===== src/hdl/assert_macros.svh =====
// Assertion macros for the RTL files of the positional array list; included by the top level.
`ifndef ASSERT_MACROS_SVH
`define ASSERT_MACROS_SVH

// Check a condition at every rising clock edge outside reset.
`define ASSERT_ALWAYS(label, cond, msg) \
    label: assert property (@(posedge clk) disable iff (!rst_n) (cond)) else $error(msg);

// Check that a condition holds in the cycle after its trigger.
`define ASSERT_NEXT(label, ante, cons, msg) \
    label: assert property (@(posedge clk) disable iff (!rst_n) (ante) |=> (cons)) \
        else $error(msg);

// Check that a condition holds in the same cycle as its trigger.
`define ASSERT_SAME(label, ante, cons, msg) \
    label: assert property (@(posedge clk) disable iff (!rst_n) (ante) |-> (cons)) \
        else $error(msg);

`endif


===== src/hdl/pal_pkg.sv =====
// Shared types and constants for the positional array list.
`timescale 1ns / 1ps

package pal_pkg;

    localparam int CAPACITY_DEF = 64;
    localparam int MAX_RESULTS  = 64;
    localparam int DATA_W       = 32;
    localparam int POS_W        = 7;
    localparam int ACT_W        = 3;
    localparam int ST_W         = 3;

    // Request actions
    localparam logic [ACT_W-1:0] ACT_APPEND = 3'd0;
    localparam logic [ACT_W-1:0] ACT_INSERT = 3'd1;
    localparam logic [ACT_W-1:0] ACT_DELETE = 3'd2;
    localparam logic [ACT_W-1:0] ACT_FIND   = 3'd3;
    localparam logic [ACT_W-1:0] ACT_GET    = 3'd4;
    localparam logic [ACT_W-1:0] ACT_DUMP   = 3'd5;

    // Result status codes
    localparam logic [ST_W-1:0] ST_OK       = 3'd0;
    localparam logic [ST_W-1:0] ST_FULL     = 3'd1;
    localparam logic [ST_W-1:0] ST_BADPOS   = 3'd2;
    localparam logic [ST_W-1:0] ST_EMPTY    = 3'd3;
    localparam logic [ST_W-1:0] ST_NOTFOUND = 3'd4;

    // Command broadcast to every cell of the chain
    typedef enum logic [1:0] {
        CELL_HOLD,
        CELL_INSERT,
        CELL_DELETE,
        CELL_COMPARE
    } cell_op_t;

    typedef struct packed {
        cell_op_t                  op;
        logic signed [DATA_W-1:0]  value;
    } cell_cmd_t;

endpackage


===== src/hdl/pal_cell.sv =====
// One storage cell of the list chain: holds an entry, shifts with its neighbors.
`timescale 1ns / 1ps

module pal_cell #(
    parameter int INDEX = 0,
    parameter int IW    = 6
) (
    input  logic                              clk,
    input  pal_pkg::cell_cmd_t                cmd,
    input  logic [IW-1:0]                     key,
    input  logic signed [pal_pkg::DATA_W-1:0] prev_data,
    input  logic signed [pal_pkg::DATA_W-1:0] next_data,
    output logic signed [pal_pkg::DATA_W-1:0] data,
    output logic                              match
);

    localparam logic [IW-1:0] SLOT = IW'(INDEX);

    logic signed [pal_pkg::DATA_W-1:0] data_reg;
    logic signed [pal_pkg::DATA_W-1:0] data_next;
    logic                              match_reg;
    logic                              match_next;

    // Pick the new entry: shift up on insert, shift down on delete; update the match flag on compare
    always_comb
    begin
        data_next  = data_reg;
        match_next = match_reg;
        unique case (cmd.op)
            pal_pkg::CELL_INSERT:
            begin
                if (SLOT > key)
                    data_next = prev_data;
                else if (SLOT == key)
                    data_next = cmd.value;
            end
            pal_pkg::CELL_DELETE:
            begin
                if (SLOT >= key)
                    data_next = next_data;
            end
            pal_pkg::CELL_COMPARE:
            begin
                match_next = (data_reg == cmd.value);
            end
            default:
            begin
                data_next  = data_reg;
                match_next = match_reg;
            end
        endcase
    end

    // Hold entry and match flag
    always_ff @(posedge clk)
    begin
        data_reg  <= data_next;
        match_reg <= match_next;
    end

    assign data  = data_reg;
    assign match = match_reg;

endmodule


===== config.mk =====
export PLATFORM = sky130hd
export DESIGN_NAME = pal_cell
export DESIGN_NICKNAME = d
export VERILOG_FILES = /design/src/hdl/assert_macros.svh /design/src/hdl/pal_pkg.sv /design/src/hdl/pal_cell.sv
export SDC_FILE = /design/constraint.sdc
export NUM_CORES = 1
export LEC_CHECK = 0
export CORE_MARGIN = 2
export CORE_UTILIZATION = 50
export DETAILED_ROUTE_END_ITERATION = 6
export DONT_BUFFER_PORTS = 1
export GPL_TIMING_DRIVEN = 0
export REMOVE_ABC_BUFFERS = 1
export SLEW_MARGIN = 10
export SYNTH_ARGS = -nofsm -noshare
export SYNTH_HDL_FRONTEND = slang
export SYNTH_SLANG_ARGS = --single-unit

===== constraint.sdc =====
create_clock -name clk -period 5.6 [get_ports clk]
set_input_delay 1.12 -clock clk [delete_from_list [all_inputs] [get_ports clk]]
set_output_delay 1.12 -clock clk [all_outputs]
set_load 0.05 [all_outputs]

==> results.sh <==
export IMPL_post_cts_buffers=0
export IMPL_grt_pass1_vias=1054
export IMPL_switching_share_pct=20.2
export IMPL_status="finished, final reports clean"
export IMPL_totalPowerFinal_mw=0.497
export IMPL_synthMuxAreaShare_pct=21.3
export IMPL_drcViolationCount=0
export IMPL_numCtsBuffers=5
export IMPL_initial_core_util_pct=53.2
export IMPL_powerDensity_nw_per_um2=253
export IMPL_ios=138
export IMPL_synth_compound_area_share_pct=0
export IMPL_arrival_ns=2.62
export IMPL_p_switching_mw=0.101
export IMPL_yosys_warnings=0
export IMPL_port_buffer_count=0
export IMPL_synth_xor_area_share_pct=15.9
export IMPL_setup_violations=0
export IMPL_post_drt_wl_per_cell_um=19.2
export IMPL_path_max_fanout=13
export IMPL_ys_ff_latch=33
export IMPL_firstDrtPassIters=4
export IMPL_p_comb_share_pct=8.7
export IMPL_final_area_um2=1970
export IMPL_design_core_area_um2=3420
export IMPL_power_frac_seq_pct=56.9
export IMPL_path_clk_slew_ns=0.10
export IMPL_cts_hold_buf=0
export IMPL_cp_start_kind="primary input"
export IMPL_cts_root_buf="clkbuf_4"
export IMPL_drive_gt1_share_pct=35.5
export IMPL_row_count=21
export IMPL_routed_wl_mm=3.27
export IMPL_synth_cell_type_count=14
export IMPL_dpl_cell_area_um2=1890
export IMPL_tightest_slew_ns=0.640
export IMPL_ant_nets=0
export IMPL_htreeDepth=2
export IMPL_cts_sinks=33
export IMPL_grt_pass1_wl_mm=5.11
export IMPL_postSynthCellCount=117
export IMPL_rsz0062_at_grt="no"
export IMPL_cts_buffer_depth=2
export IMPL_fin_nets=228
export IMPL_synth_top_family_by_area="multiplexers"
export IMPL_largest_reg_flops=32
export IMPL_finalMaxSlewViolations=0
export IMPL_synth_cell_area_um2=1820
export IMPL_dieArea_um2=4130
export IMPL_cts_tree="built"
export IMPL_tns_ns=0
export IMPL_min_period_ns=2.57
export IMPL_worstSetupPathType="primary input to flop"
export IMPL_r2r_slack_ns=3.95
export IMPL_p_clk_share_pct=34.3
export IMPL_die_x_um=64.3
export IMPL_ir_drop_mv=0.114
export IMPL_track_usage_pct=16.7
export IMPL_grt_max_degree=27
export IMPL_synth_simple_gate_area_share_pct=5.64
export IMPL_required_ns=5.65
export IMPL_insertion_delay_ns=0.33
export IMPL_setup_worst_path_end_class="flop"
export IMPL_antenna_found_initial=0
export IMPL_syn2layout_area_growth_pct=8.26
export IMPL_synth_avg_cell_area_um2=15.5
export IMPL_overflow=0
export IMPL_hold_viol=0
export IMPL_fin_skew_ns=0.00981
export IMPL_timing_final_crit_share_pct=46.0
export IMPL_synth_adder_area_share_pct=0
export IMPL_dpl_hpwl_mm=2.60
export IMPL_vias_per_cell=5.72
export IMPL_vias=972
export IMPL_ys_seq_area_share_pct=54.5
export IMPL_gp_congestion=0.647
export IMPL_hold_class="primary input to flop"
export IMPL_ctsResizeCount=0
export IMPL_cap_viol_max_count=0
export IMPL_nFillCells=301
export IMPL_max_freq_ghz=0.389
export IMPL_leakagePower_nw=0.666
export IMPL_antennaDiodeCount=0
export IMPL_dieHeight_um=64.3
export IMPL_drtIter0Drc=51
export IMPL_max_slew_margin_pct=57.0
export IMPL_internal_power_mw=0.397
[cells by family after synthesis]
kind of cell | count (synthesis)
xor gates and xnor gates | 33
buffers and inverters | 4
DFF | 33
muxes | 32
and+or+nand+nor | 15
[cells in the mapped netlist (all sizes together)]
| library cell | instances | area [um^2] |
|---|---|---|
| and2 | 1 | 6.26 |
| xor2 | 32 | 280 |
| or4 | 1 | 11.3 |
| mux2 | 32 | 387 |
| nor2b | 1 | 6.26 |
| xnor2 | 1 | 8.76 |
| nand4 | 2 | 12.5 |
| nor2 | 1 | 3.75 |
| nor4 | 9 | 62.6 |
| buf | 4 | 48.8 |
| edfxtp | 33 | 991 |
[metal layers]
| layer | track usage, % | part of all wire, % |
|---|---|---|
| met1 | 19.7 | 37 |
| met2 | 26.6 | 50 |
| met3 | 8.63 | 12 |
| met4 | 4.79 | 1.3 |
| met5 | 0 | 0 |
[placed cells by master, fill, tap and decap left out]
master,synthesis,routed
clkbuf_4,0,5
nor4_4,0,1
buf_8,1,2
nand4_1,2,2
clkbuf_1,0,1
nor2_1,1,1
nor4_1,8,8
and2_1,1,1
mux2_2,25,25
xnor2_1,1,1
xor2_1,32,32
mux2_4,7,7
nor2b_4,0,1
edfxtp_1,33,33
bufinv_16,0,1
clkinv_1,0,1
buf_12,0,1
or4_4,1,1
[metrics by stage]
step	cells	hold slack, ns	util [%]	setup slack (ns)
2_1_floorplan	113	1.10	-	1.67
3_3_place_gp	159	1.17	53.5	0.955
3_5_place_dp	162	1.17	55.4	2.64
4_1_cts	170	0.983	57.6	3.00
5_1_grt	170	0.965	57.6	2.97
6_report	170	0.996	57.6	3.03
[cell type report]
class | count | area, um^2 | share of cell area [%]
clock inverter | 2 | 33.8 | 1.72
sequential | 33 | 991 | 50.3
multi-input combinational | 80 | 795 | 40.4
tap | 46 | 57.6 | 2.92
timing repair buffer | 3 | 50.0 | 2.54
clock buffer | 6 | 41.3 | 2.10
[path summary, 6_finish.rpt]
check / startpoint / endpoint / cells past startpoint
setup reg to reg: data[31]$_DFFE_PP_ / match$_DFFE_PN_ / 4
hold / removal: next_data[27] / data[27]$_DFFE_PP_ / 1
setup / recovery: key[3] / data[6]$_DFFE_PP_ / 4
hold reg to reg: data[17]$_DFFE_PP_ / match$_DFFE_PN_ / 4
[power groups by stage]
stage / Sequential [mW] / Combinational (mW) / Clock [mW]
finish: 0.283 / 0.0435 / 0.171
global route: 0.283 / 0.0480 / 0.189
CTS: 0.283 / 0.0443 / 0.176
detailed placement: 0.289 / 0.0442 / 0
global placement: 0.289 / 0.0412 / 0
floorplan: 0.288 / 0.0369 / 0
[critical path: stages]
cell and delay (ns):
or4_4 0.53, nor4_4 0.57, buf_8 0.24, buf_8 0.16
No activity file was read; power rests on OpenSTA's default activity.
